### src/hdl/xsti_pkg.sv
// Shared types, widths and constant tables of the cross-section interpolator.
// Used by xsti_sqrt, xsti_div and cross_section_table_interpolator_top; no dependencies.
package xsti_pkg;

    // Field widths.
    localparam int S_W   = 32;             // squared energy, Q8.24 GeV^2
    localparam int E_W   = 20;             // root and table energies, Q4.16 GeV
    localparam int Y_W   = 16;             // cross section, Q0.16 mb
    localparam int RAD_W = 2 * E_W;        // radicand after the Q8.24 -> Q8.32 shift
    localparam int PAD_W = RAD_W - S_W;

    // Table geometry.
    localparam int NUM_ROWS = 28;
    localparam int ROW_W    = $clog2(NUM_ROWS);
    localparam int IDX_W    = $clog2(NUM_ROWS + 1);

    // Widest gap between neighboring table energies fits in DEN_W bits.
    localparam int DEN_W  = 11;
    localparam int PROD_W = Y_W + DEN_W;
    localparam int N_W    = PROD_W + 1;    // 2*num + den
    localparam int D_W    = DEN_W + 1;     // 2*den

    // Square root: two radicand bits per step, four steps per stage.
    localparam int SQ_STEPS     = 4;
    localparam int SQ_STAGES    = E_W / SQ_STEPS;
    localparam int SQ_REM_W     = E_W + 1;

    // Divider: one quotient bit per step, four steps per stage.
    localparam int DV_STEPS  = 4;
    localparam int DV_STAGES = Y_W / DV_STEPS;

    typedef enum logic [1:0] {
        REGION_BELOW  = 2'd0,
        REGION_INTERP = 2'd1,
        REGION_ABOVE  = 2'd2
    } t_region;

    // Side information that rides along the divider pipeline.
    typedef struct packed {
        t_region        region;
        logic           bypass;
        logic [Y_W-1:0] y_bypass;
    } t_side;

    typedef struct packed {
        logic [SQ_REM_W-1:0] rem;
        logic [E_W-1:0]      root;
    } t_sq;

    // Table energies: proton mass plus offset, Q4.16 GeV, rounded to nearest.
    localparam logic [E_W-1:0] ROM_E [NUM_ROWS] = '{
        20'd73615, 20'd74925, 20'd76105, 20'd77350, 20'd78530, 20'd79775,
        20'd80496, 20'd81020, 20'd82134, 20'd82331, 20'd83576, 20'd83773,
        20'd84887, 20'd85411, 20'd86198, 20'd87050, 20'd87508, 20'd88688,
        20'd88885, 20'd90195, 20'd90326, 20'd91571, 20'd91965, 20'd93013,
        20'd93603, 20'd94390, 20'd95242, 20'd95831
    };

    // Table cross sections, Q0.16 mb, rounded to nearest.
    localparam logic [Y_W-1:0] ROM_Y [NUM_ROWS] = '{
        16'd0,     16'd7792,  16'd11023, 16'd13264, 16'd21194, 16'd25369,
        16'd31916, 16'd33043, 16'd34531, 16'd34904, 16'd35540, 16'd31313,
        16'd31510, 16'd26647, 16'd26935, 16'd21896, 16'd20441, 16'd16017,
        16'd16358, 16'd13822, 16'd14713, 16'd11416, 16'd13140, 16'd12373,
        16'd11685, 16'd11561, 16'd11593, 16'd10951
    };

    // One step of the digit-by-digit square root.
    function automatic t_sq sqrt_step(input t_sq cur, input logic [1:0] pair);
        logic [SQ_REM_W+1:0] rem_sh;
        logic [SQ_REM_W+1:0] trial;
        t_sq                 res;
        rem_sh = {cur.rem, pair};
        trial  = (SQ_REM_W + 2)'({cur.root, 2'b01});
        if (rem_sh >= trial) begin
            res.rem  = SQ_REM_W'(rem_sh - trial);
            res.root = {cur.root[E_W-2:0], 1'b1};
        end else begin
            res.rem  = SQ_REM_W'(rem_sh);
            res.root = {cur.root[E_W-2:0], 1'b0};
        end
        return res;
    endfunction

    // One step of restoring division: result is {new remainder, quotient bit}.
    function automatic logic [D_W:0] div_step(input logic [D_W-1:0] rem,
                                              input logic           nbit,
                                              input logic [D_W-1:0] dvs);
        logic [D_W:0] rem_sh;
        logic [D_W:0] res;
        rem_sh = {rem, nbit};
        if (rem_sh >= {1'b0, dvs}) begin
            res = {D_W'(rem_sh - {1'b0, dvs}), 1'b1};
        end else begin
            res = {rem_sh[D_W-1:0], 1'b0};
        end
        return res;
    endfunction

endpackage

### src/hdl/xsti_sqrt.sv
// Pipelined floor square root of the shifted squared energy, four result bits per stage.
// Depends on xsti_pkg.
module xsti_sqrt
    import xsti_pkg::*;
(
    input  logic           i_clk,
    input  logic           i_rst_n,
    input  logic           i_en,
    input  logic           i_valid,
    input  logic [S_W-1:0] i_radicand,
    output logic           o_valid,
    output logic [E_W-1:0] o_root
);

    logic                 r_vld  [SQ_STAGES];
    t_sq                  r_sq   [SQ_STAGES];
    logic [RAD_W-1:0]     r_rad  [SQ_STAGES];
    t_sq                  n_sq   [SQ_STAGES];
    logic [RAD_W-1:0]     n_rad  [SQ_STAGES];

    always_comb begin
        t_sq              cur;
        logic [RAD_W-1:0] rad;
        for (int st = 0; st < SQ_STAGES; st++) begin
            if (st == 0) begin
                cur = '0;
                rad = {i_radicand, PAD_W'(0)};
            end else begin
                cur = r_sq[st-1];
                rad = r_rad[st-1];
            end
            for (int k = 0; k < SQ_STEPS; k++) begin
                cur = sqrt_step(cur, rad[RAD_W-1 -: 2]);
                rad = {rad[RAD_W-3:0], 2'b00};
            end
            n_sq[st]  = cur;
            n_rad[st] = rad;
        end
    end

    always_ff @(posedge i_clk) begin
        if (!i_rst_n) begin
            for (int st = 0; st < SQ_STAGES; st++) r_vld[st] <= 1'b0;
        end else if (i_en) begin
            r_vld[0] <= i_valid;
            for (int st = 1; st < SQ_STAGES; st++) r_vld[st] <= r_vld[st-1];
        end
    end

    always_ff @(posedge i_clk) begin
        if (i_en) begin
            for (int st = 0; st < SQ_STAGES; st++) begin
                r_sq[st]  <= n_sq[st];
                r_rad[st] <= n_rad[st];
            end
        end
    end

    assign o_valid = r_vld[SQ_STAGES-1];
    assign o_root  = r_sq[SQ_STAGES-1].root;

endmodule

### src/hdl/xsti_div.sv
// Pipelined restoring divider for the rounded interpolation quotient, four bits per stage.
// Depends on xsti_pkg.
module xsti_div
    import xsti_pkg::*;
(
    input  logic           i_clk,
    input  logic           i_rst_n,
    input  logic           i_en,
    input  logic           i_valid,
    input  logic [N_W-1:0] i_dividend,
    input  logic [D_W-1:0] i_divisor,
    input  t_side          i_side,
    output logic           o_valid,
    output logic [Y_W-1:0] o_quotient,
    output t_side          o_side
);

    logic           r_vld  [DV_STAGES];
    logic [D_W-1:0] r_rem  [DV_STAGES];
    logic [Y_W-1:0] r_low  [DV_STAGES];
    logic [Y_W-1:0] r_quo  [DV_STAGES];
    logic [D_W-1:0] r_dvs  [DV_STAGES];
    t_side          r_side [DV_STAGES];
    logic [D_W-1:0] n_rem  [DV_STAGES];
    logic [Y_W-1:0] n_low  [DV_STAGES];
    logic [Y_W-1:0] n_quo  [DV_STAGES];

    // The quotient never exceeds Y_W bits, so the high part of the dividend
    // is already below the divisor and serves as the starting remainder.
    always_comb begin
        logic [D_W-1:0] rem;
        logic [Y_W-1:0] low;
        logic [Y_W-1:0] quo;
        logic [D_W-1:0] dvs;
        logic [D_W:0]   stp;
        for (int st = 0; st < DV_STAGES; st++) begin
            if (st == 0) begin
                rem = i_dividend[N_W-1 -: D_W];
                low = i_dividend[Y_W-1:0];
                quo = '0;
                dvs = i_divisor;
            end else begin
                rem = r_rem[st-1];
                low = r_low[st-1];
                quo = r_quo[st-1];
                dvs = r_dvs[st-1];
            end
            for (int k = 0; k < DV_STEPS; k++) begin
                stp = div_step(rem, low[Y_W-1], dvs);
                rem = stp[D_W:1];
                quo = {quo[Y_W-2:0], stp[0]};
                low = {low[Y_W-2:0], 1'b0};
            end
            n_rem[st] = rem;
            n_low[st] = low;
            n_quo[st] = quo;
        end
    end

    always_ff @(posedge i_clk) begin
        if (!i_rst_n) begin
            for (int st = 0; st < DV_STAGES; st++) r_vld[st] <= 1'b0;
        end else if (i_en) begin
            r_vld[0] <= i_valid;
            for (int st = 1; st < DV_STAGES; st++) r_vld[st] <= r_vld[st-1];
        end
    end

    always_ff @(posedge i_clk) begin
        if (i_en) begin
            r_dvs[0]  <= i_divisor;
            r_side[0] <= i_side;
            for (int st = 1; st < DV_STAGES; st++) begin
                r_dvs[st]  <= r_dvs[st-1];
                r_side[st] <= r_side[st-1];
            end
            for (int st = 0; st < DV_STAGES; st++) begin
                r_rem[st] <= n_rem[st];
                r_low[st] <= n_low[st];
                r_quo[st] <= n_quo[st];
            end
        end
    end

    assign o_valid    = r_vld[DV_STAGES-1];
    assign o_quotient = r_quo[DV_STAGES-1];
    assign o_side     = r_side[DV_STAGES-1];

endmodule

### src/hdl/cross_section_table_interpolator_top.sv
// Top level of the cross-section table interpolator.
// Depends on xsti_pkg, xsti_sqrt and xsti_div.
//
// The block turns a squared center-of-mass energy s (unsigned Q8.24 GeV^2) into a
// cross section (unsigned Q0.16 mb) by piecewise linear lookup in a fixed table of
// 28 (energy, cross section) rows. It first takes floor(sqrt(s)) to 16 fractional
// bits, finds the first row whose energy exceeds that root, and interpolates
// between that row and the one before it with round-to-nearest (half up). Below
// the first row the result is zero with region 0; at or beyond the last row the
// last cross section is held with region 2; otherwise region is 1. The block is
// a fully pipelined datapath with no state between transactions: it accepts one
// transaction every cycle while not stalled. Fourteen register stages lie between
// input and output: the square root (five stages of four result bits each), the
// row search, the segment operands, the two interpolation products, the rounded
// dividend, the division (four stages of four quotient bits each), and the output
// register. A result is taken from the output register at an edge where the
// output is not stalled. The whole pipeline advances together; a stall on the
// output freezes every stage while a finished result waits, and o_stall is
// raised only then.
module cross_section_table_interpolator_top
    import xsti_pkg::*;
(
    input  logic           i_clk,
    input  logic           i_rst_n,
    input  logic           i_valid,
    output logic           o_stall,
    input  logic [S_W-1:0] i_energy_squared,
    output logic           o_valid,
    input  logic           i_stall,
    output logic [Y_W-1:0] o_cross_section,
    output logic [1:0]     o_region
);

    // Pipeline advance: every stage moves unless a result is held at the output.
    logic en;

    logic           r_out_valid;
    logic [Y_W-1:0] r_out_y;
    t_region        r_out_region;

    assign en      = !(r_out_valid && i_stall);
    assign o_stall = r_out_valid && i_stall;

    // Square root stages.
    logic           sq_valid;
    logic [E_W-1:0] sq_root;

    xsti_sqrt u_sqrt (
        .i_clk      (i_clk),
        .i_rst_n    (i_rst_n),
        .i_en       (en),
        .i_valid    (i_valid),
        .i_radicand (i_energy_squared),
        .o_valid    (sq_valid),
        .o_root     (sq_root)
    );

    // Row search: index of the first row above the root, NUM_ROWS when none is.
    logic             r_s6_vld;
    logic [E_W-1:0]   r_s6_root;
    logic [IDX_W-1:0] r_s6_idx;
    logic [IDX_W-1:0] n_s6_idx;

    always_comb begin
        n_s6_idx = IDX_W'(NUM_ROWS);
        for (int i = NUM_ROWS - 1; i >= 0; i--) begin
            if (sq_root < ROM_E[i]) begin
                n_s6_idx = IDX_W'(i);
            end
        end
    end

    // Segment operands. Outside the table, and for a zero-width segment, the
    // answer is known here and rides past the divider as a bypass value.
    logic             r_s7_vld;
    logic [Y_W-1:0]   r_s7_ya;
    logic [Y_W-1:0]   r_s7_yb;
    logic [DEN_W-1:0] r_s7_t;
    logic [DEN_W-1:0] r_s7_u;
    logic [DEN_W-1:0] r_s7_den;
    t_side            r_s7_side;
    t_side            n_s7_side;
    logic [ROW_W-1:0] row_lo;
    logic [ROW_W-1:0] row_hi;
    logic [E_W-1:0]   ea;
    logic [E_W-1:0]   eb;
    logic [E_W-1:0]   den_full;

    always_comb begin
        if (r_s6_idx == IDX_W'(NUM_ROWS)) begin
            row_hi = ROW_W'(NUM_ROWS - 1);
        end else begin
            row_hi = r_s6_idx[ROW_W-1:0];
        end
        if (r_s6_idx == '0) begin
            row_lo = '0;
        end else begin
            row_lo = ROW_W'(r_s6_idx - IDX_W'(1));
        end
        ea       = ROM_E[row_lo];
        eb       = ROM_E[row_hi];
        den_full = eb - ea;

        if (r_s6_idx == '0) begin
            n_s7_side.region   = REGION_BELOW;
            n_s7_side.bypass   = 1'b1;
            n_s7_side.y_bypass = '0;
        end else if (r_s6_idx == IDX_W'(NUM_ROWS)) begin
            n_s7_side.region   = REGION_ABOVE;
            n_s7_side.bypass   = 1'b1;
            n_s7_side.y_bypass = ROM_Y[NUM_ROWS-1];
        end else begin
            n_s7_side.region   = REGION_INTERP;
            n_s7_side.bypass   = (den_full == '0);
            n_s7_side.y_bypass = ROM_Y[row_lo];
        end
    end

    // Products of the two weights: ya*(eb-R) and yb*(R-ea).
    logic              r_s8_vld;
    logic [PROD_W-1:0] r_s8_p0;
    logic [PROD_W-1:0] r_s8_p1;
    logic [DEN_W-1:0]  r_s8_den;
    t_side             r_s8_side;

    // Dividend 2*num + den and divisor 2*den for the rounded quotient.
    logic           r_s9_vld;
    logic [N_W-1:0] r_s9_num;
    logic [D_W-1:0] r_s9_dvs;
    t_side          r_s9_side;
    logic [N_W-1:0] prod_sum;

    assign prod_sum = N_W'(r_s8_p0) + N_W'(r_s8_p1);

    always_ff @(posedge i_clk) begin
        if (!i_rst_n) begin
            r_s6_vld <= 1'b0;
            r_s7_vld <= 1'b0;
            r_s8_vld <= 1'b0;
            r_s9_vld <= 1'b0;
        end else if (en) begin
            r_s6_vld <= sq_valid;
            r_s7_vld <= r_s6_vld;
            r_s8_vld <= r_s7_vld;
            r_s9_vld <= r_s8_vld;
        end
    end

    always_ff @(posedge i_clk) begin
        if (en) begin
            r_s6_root <= sq_root;
            r_s6_idx  <= n_s6_idx;

            r_s7_ya   <= ROM_Y[row_lo];
            r_s7_yb   <= ROM_Y[row_hi];
            r_s7_t    <= DEN_W'(r_s6_root - ea);
            r_s7_u    <= DEN_W'(eb - r_s6_root);
            r_s7_den  <= DEN_W'(den_full);
            r_s7_side <= n_s7_side;

            r_s8_p0   <= PROD_W'(r_s7_ya) * PROD_W'(r_s7_u);
            r_s8_p1   <= PROD_W'(r_s7_yb) * PROD_W'(r_s7_t);
            r_s8_den  <= r_s7_den;
            r_s8_side <= r_s7_side;

            r_s9_num  <= {prod_sum[N_W-2:0], 1'b0} + N_W'(r_s8_den);
            r_s9_dvs  <= {r_s8_den, 1'b0};
            r_s9_side <= r_s8_side;
        end
    end

    // Rounded division.
    logic           dv_valid;
    logic [Y_W-1:0] dv_quotient;
    t_side          dv_side;

    xsti_div u_div (
        .i_clk      (i_clk),
        .i_rst_n    (i_rst_n),
        .i_en       (en),
        .i_valid    (r_s9_vld),
        .i_dividend (r_s9_num),
        .i_divisor  (r_s9_dvs),
        .i_side     (r_s9_side),
        .o_valid    (dv_valid),
        .o_quotient (dv_quotient),
        .o_side     (dv_side)
    );

    // Output register: picks the bypass value where the segment was not used.
    always_ff @(posedge i_clk) begin
        if (!i_rst_n) begin
            r_out_valid <= 1'b0;
        end else if (en) begin
            r_out_valid <= dv_valid;
        end
    end

    always_ff @(posedge i_clk) begin
        if (en) begin
            r_out_region <= dv_side.region;
            if (dv_side.bypass) begin
                r_out_y <= dv_side.y_bypass;
            end else begin
                r_out_y <= dv_quotient;
            end
        end
    end

    assign o_valid         = r_out_valid;
    assign o_cross_section = r_out_y;
    assign o_region        = r_out_region;

endmodule

### config.mk
export PLATFORM = sky130hd
export DESIGN_NAME = cross_section_table_interpolator_top
export DESIGN_NICKNAME = d
export VERILOG_FILES = /design/src/hdl/xsti_pkg.sv /design/src/hdl/xsti_sqrt.sv /design/src/hdl/xsti_div.sv /design/src/hdl/cross_section_table_interpolator_top.sv
export SDC_FILE = /design/constraint.sdc
export NUM_CORES = 2
export LEC_CHECK = 0
export ABC_CLOCK_PERIOD_IN_PS = 25100
export BUFFER_PORTS_ARGS = -buffer_cell sky130_fd_sc_hd__buf_2
export CAP_MARGIN = 20
export CORE_MARGIN = 2
export CORE_UTILIZATION = 55
export CTS_CLUSTER_SIZE = 10
export DETAILED_ROUTE_END_ITERATION = 10
export GPL_TIMING_DRIVEN = 0
export PLACE_DENSITY = 0.8
export RECOVER_POWER = 25
export REMOVE_ABC_BUFFERS = 1
export SLEW_MARGIN = 20
export SYNTH_ARGS = -nofsm -noshare
export SYNTH_HDL_FRONTEND = slang
export SYNTH_SLANG_ARGS = --single-unit
### constraint.sdc
create_clock -name i_clk -period 25.1 [get_ports i_clk]
set_clock_uncertainty 0.05 [all_clocks]
set_input_delay 5.02 -clock i_clk [delete_from_list [all_inputs] [get_ports i_clk]]
set_output_delay 5.02 -clock i_clk [all_outputs]
set_load 0.01 [all_outputs]
After elaboration in Yosys (flattened, before gate mapping) --
Memory sizes are Yosys's and may differ from the RTL's. A register that Yosys moved wholly into a read port is not among the register bits. Index checks and enable logic that the tools add are counted.
Word-level totals: logic and storage cells 264, ROM bits 2304, memories 13, output and inout port bits 20, register bits 247, RAM bits 658, input bits 36
Memory list:
- (name not given) | words 32, width 20, rd ports 1, clocked after memory_dff 0, write ports 0, line cross_section_table_interpolator_top.sv:101 | eb = ROM_E[row_hi];
- (name not given) | words 32, width 20, rd ports 1, clocked after memory_dff 0, write ports 0, line cross_section_table_interpolator_top.sv:100 | ea = ROM_E[row_lo];
- (name not given) | words 32, width 16, rd ports 1, clocked after memory_dff 1, write ports 0, line cross_section_table_interpolator_top.sv:155 | r_s7_yb <= ROM_Y[row_hi];
- (name not given) | words 32, width 16, rd ports 1, clocked after memory_dff 0, write ports 0, line cross_section_table_interpolator_top.sv:154 | r_s7_ya <= ROM_Y[row_lo];
- u_sqrt.r_sq | words 5, width 41, rd ports 5, clocked after memory_dff 0, write ports 5, line xsti_sqrt.sv:16 | t_sq r_sq [SQ_STAGES];
- u_sqrt.r_rad | words 5, width 32, rd ports 4, clocked after memory_dff 0, write ports 5, line xsti_sqrt.sv:17 | logic [RAD_W-1:0] r_rad [SQ_STAGES];
- +7 memories
Operators by class: multiplexer cells 86, reduce and logical (&&, ||, !) cells 13, add/subtract/negate cells 42, bitwise gates (word level) 11, equality and inequality tests 1, $lt $le $gt $ge 66, multipliers 2
Operators with widths (count):
- $mux W41 | 20
- $lt A20 B17 Y1 const B | 28
- $ge A23 B22 Y1 | 19
- $sub A21 B21 Y21 | 19
- $ge A13 B12 Y1 | 16
- $mux W13 | 16
- $sub A12 B12 Y12 | 16
- $mux W20 | 4
- $mux W5 | 13
- $mul A16 B11 Y27 | 2
- $mux W16 | 3
- $mux W4 | 8
- $add A28 B11 Y28 | 1
- $add A27 B27 Y27 | 1
- $sub A11 B11 Y11 | 2
- $logic_not A20 Y1 | 1
- $sub A20 B20 Y20 | 1
- $mux W19 | 1
- $reduce_or A16 Y1 | 1
- $mux W3 | 5
- $mux W1 | 14
- $ge A6 B6 Y1 const B | 2
- $not A5 Y6 | 2
- $or A1 B1 Y1 | 9
- 11 further kinds | 17

Depth between registers and ports, before layout --
An unclocked memory read counts as a cell.
depth after elaboration 29, gate-level depth with buffers 65, depth with buffers taken out 60

Hierarchy --
From an unflattened synthesis, not the netlist that was laid out.
Unflattened totals: cell total of the unflattened synthesis 7118, area, all modules 66007.1 um^2
By module, submodules not included:
- cross_section_table_interpolator_top | area an instance 26299.0 um^2, seq. area each 7877.6 um^2, times used 1, cells an instance 2757
- xsti_sqrt | area an instance 22749.3 um^2, seq. area each 5915.7 um^2, times used 1, cells an instance 2727
- xsti_div | area an instance 16958.8 um^2, seq. area each 6456.2 um^2, times used 1, cells an instance 1634

Worst setup path before layout --
OpenSTA, ideal clock, no wires.
path kind input to register, start point in i_stall, end point mem u_div.r_vld[3] (data pin), slack 0.411 ns, cell stages on the path 3, arrival time 24.372 ns, library setup time 0.267 ns, required time 24.783 ns, path through nand2_1 > clkbuf_1 > and3_1
RTL lines:
- start: declaration | line cross_section_table_interpolator_top.sv:29 | input logic i_stall,
- end: declaration | line xsti_div.sv:18 | logic r_vld [DV_STAGES];

==> results.py <==
metrics = {
    "timing": {
        "final_max_slew_viol_count": 20,
        "worst_slew_pin_slew_ps": 1910,
        "fin_crit_ps": 14850,
        "fin_crit_sh_pct": 59.2,
        "setup_viol": 0,
        "rsz0062_at_grt": "no",
        "slew_headroom_pct": -28.4,
        "finalHoldViolCount": 0,
        "max_freq_mhz": 67.3,
    },
    "critical_path": {
        "worstPathArrival_ps": 15230,
        "start_kind": "register",
        "reg2reg_slack_ps": 10250,
        "cp_data_required_time_ps": 25480,
        "endpoint_kind": "register",
        "crit_type": "reg -> reg",
        "critPathMaxFanout": 29,
        "reg2reg_depth": 39,
        "slowest_delay_ps": 830,
        "crit_slowest_cell": "and3_1",
        "cp_common_cell": "inv_1",
    },
    "final_layout": {
        "postLayoutCoreUtil_pct": 59.7,
        "area_growth_pct": 7.29,
        "layout-drive-gt1-share_pct": 5.69,
        "finalNetCount": 7491,
        "fin_cells": 8113,
    },
    "placement": {
        "port_buffers": 55,
        "gp_congestion": 0.945,
        "dpl.hpwl_um": 116000,
        "dp.cells": 7978,
    },
    "floorplanning": {
        "rows": 122,
        "die_w_um": 339,
        "num_io_pins": 56,
        "initial_core_util_pct": 55.6,
        "die_h_um": 339,
        "coreArea_um2": 111000,
        "die-area_um2": 115000,
    },
    "worst_hold_path": {
        "hold_depth": 0,
        "hold_class": "reg -> reg",
    },
    "synthesis": {
        "synth_edf_count": 663,
        "async_flop_share_pct": 0,
        "yosysWarnings": 0,
        "netlist_area_um2": 61800,
        "syn_inst": 6607,
        "ys.flop_type": "edfxtp_1",
        "syn_avg_cell_area_um2": 9.35,
        "yosysUniqueCellTypes": 104,
        "ys_ff_latch": 671,
        "ys_seq_area_share_pct": 32.5,
    },
    "clock_network": {
        "worstSkewPairLatency_ps": 670,
        "clock_sinks": 671,
        "clk_path_buf_depth": 3,
        "cts_buffers": 82,
        "cts_tree": "yes",
        "hold_buffers": 0,
        "cts_setup_buffers": 0,
        "path_clk_slew_ps": 60,
        "cts_max_level": 3,
        "cts_root_buf": "clkbuf_16",
        "cts_resized": 0,
    },
    "global_routing": {
        "grt_usage_pct": 26.0,
        "grt_pass1_wl_um": 246000,
        "antenna_found_initial": 5,
        "grt_start_max_net_pins": 63,
        "grt-ovfl-total": 0,
        "grt_pass1_vias": 47900,
    },
    "drt": {
        "num_vias": 49000,
        "drtPass1Iterations": 6,
        "via_per_inst": 6.04,
        "drtAntennaViolNets": 0,
        "wl_per_cell_um": 18.7,
        "drtIter0Drc": 4304,
        "wl_um": 152000,
        "post-route-drc-count": 0,
    },
    "flow_run": {
        "maxCapViolations": 1,
    },
    "outcome": {
        "violations": "capacitance limit, slew limit",
        "outcome": "finished, violations left",
    },
}
## cell type report
| type | count | area (um2) |
|---|---|---|
| Timing Repair Buffer | 91 | 848 |
| Antenna cell | 2 | 5.00 |
| Fill cell | 9206 | 44800 |
| Clock buffer | 111 | 2180 |
| Inverter | 614 | 2300 |
| Clock inverter | 22 | 334 |
| Multi-Input combinational cell | 5114 | 38700 |
| Sequential cell | 671 | 20100 |
| Tap cell | 1488 | 1860 |
## registers in the layout, summed over array words and instances, names as in the netlist, 16 cells and up
signal / cells
u_div.r_side: 76
r_s9_num: 28
r_s7_side: 19
u_sqrt.r_sq: 144
r_s8_side: 19
r_s7_yb: 16
u_div.r_rem: 36
u_div.r_low: 24
r_s7_ya: 16
u_div.r_dvs: 30
r_s8_p0: 27
r_s9_side: 19
u_div.r_quo: 40
o_cross_section: 16
u_sqrt.r_rad: 48
r_s8_p1: 27
## per-layer routing
metal	vias to the layer above	track usage [%]	part of all wire (%)
met3	392	3.76	6.4
met2	1739	43.3	47
li1	23400	-	-
met5	-	0	0.030
met4	6	11.0	4.2
met1	23500	34.0	42
## placed cells by master (no fill, tap or decap), drive strengths merged, types with 49 or more instances in the layout
cell type  Yosys  layout
nand2        658     658
o31ai         57      57
a21o         165     165
nand3        103     103
nor2b         85      85
nor2         465     465
clkbuf       187     112
a21oi        500     500
mux2         106     106
nand2b        94      94
o21ai        357     357
and3          49      49
a31oi         57      57
o21bai        80      80
edfxtp       663     663
fa           272     272
and2         195     195
ha           609     609
buf           23      90
nor3         121     121
nand4         84      84
xnor2        323     323
inv          606     607
xor2         141     141
## cell usage after synthesis, drive strengths merged, types with 85 or more instances
cell type / count / area [um2]
and2: 195 / 1220
a21oi: 500 / 2510
fa: 272 / 5450
nand2: 658 / 2470
edfxtp: 663 / 19900
clkbuf: 187 / 702
xnor2: 323 / 2830
nor2: 465 / 1750
mux2: 106 / 1200
o21ai: 357 / 1790
nor2b: 85 / 532
a21o: 165 / 1240
ha: 609 / 7620
inv: 606 / 2270
nor3: 121 / 627
xor2: 141 / 1230
nand3: 103 / 515
nand2b: 94 / 588
## cells by family after synthesis
family	count (synthesis)	share of synthesized area [%]
simple gates	2061	16.3
compound gates	1562	15.9
fa+ha+maj	882	21.2
buf+inv	824	5.04
flops	671	32.5
xor+xnor	465	6.61
mux	141	2.57
other cells	1	0.00607
## worst max-delay path: cells and delay by family (launching register included)
kind	cells	cell delay, ps
simple gates	14	5310
compound gates	15	4320
fa+ha+maj	4	1660
flops	1	420
mux	1	370
buf+inv	5	2480
## worst paths after layout
| check | to | from |
|---|---|---|
| hold reg to reg | r_s9_side[14] | r_s8_side[14] |
| setup / recovery | u_sqrt.r_sq[0][155] | u_sqrt.r_sq[0][84] |
| setup reg to reg | u_sqrt.r_sq[0][155] | u_sqrt.r_sq[0][84] |
| hold / removal | r_s9_side[14] | r_s8_side[14] |
## stage by stage
stage / cell area, um2 / worst slack, ps / hold slack, ps / TNS, ps
after floorplan: 61000 / -3930 / 350 / -8660
after global placement: 63100 / -11460 / 350 / -545930
after detailed placement: 63800 / 10610 / 355 / 0
after CTS: 66300 / 10560 / 347 / 0
after global routing: 66300 / 8960 / 353 / 0
final: 66300 / 10250 / 346 / 0
Power is not shown: default switching activity piles up to over one toggle a cycle in this logic, so the estimate is an artifact.
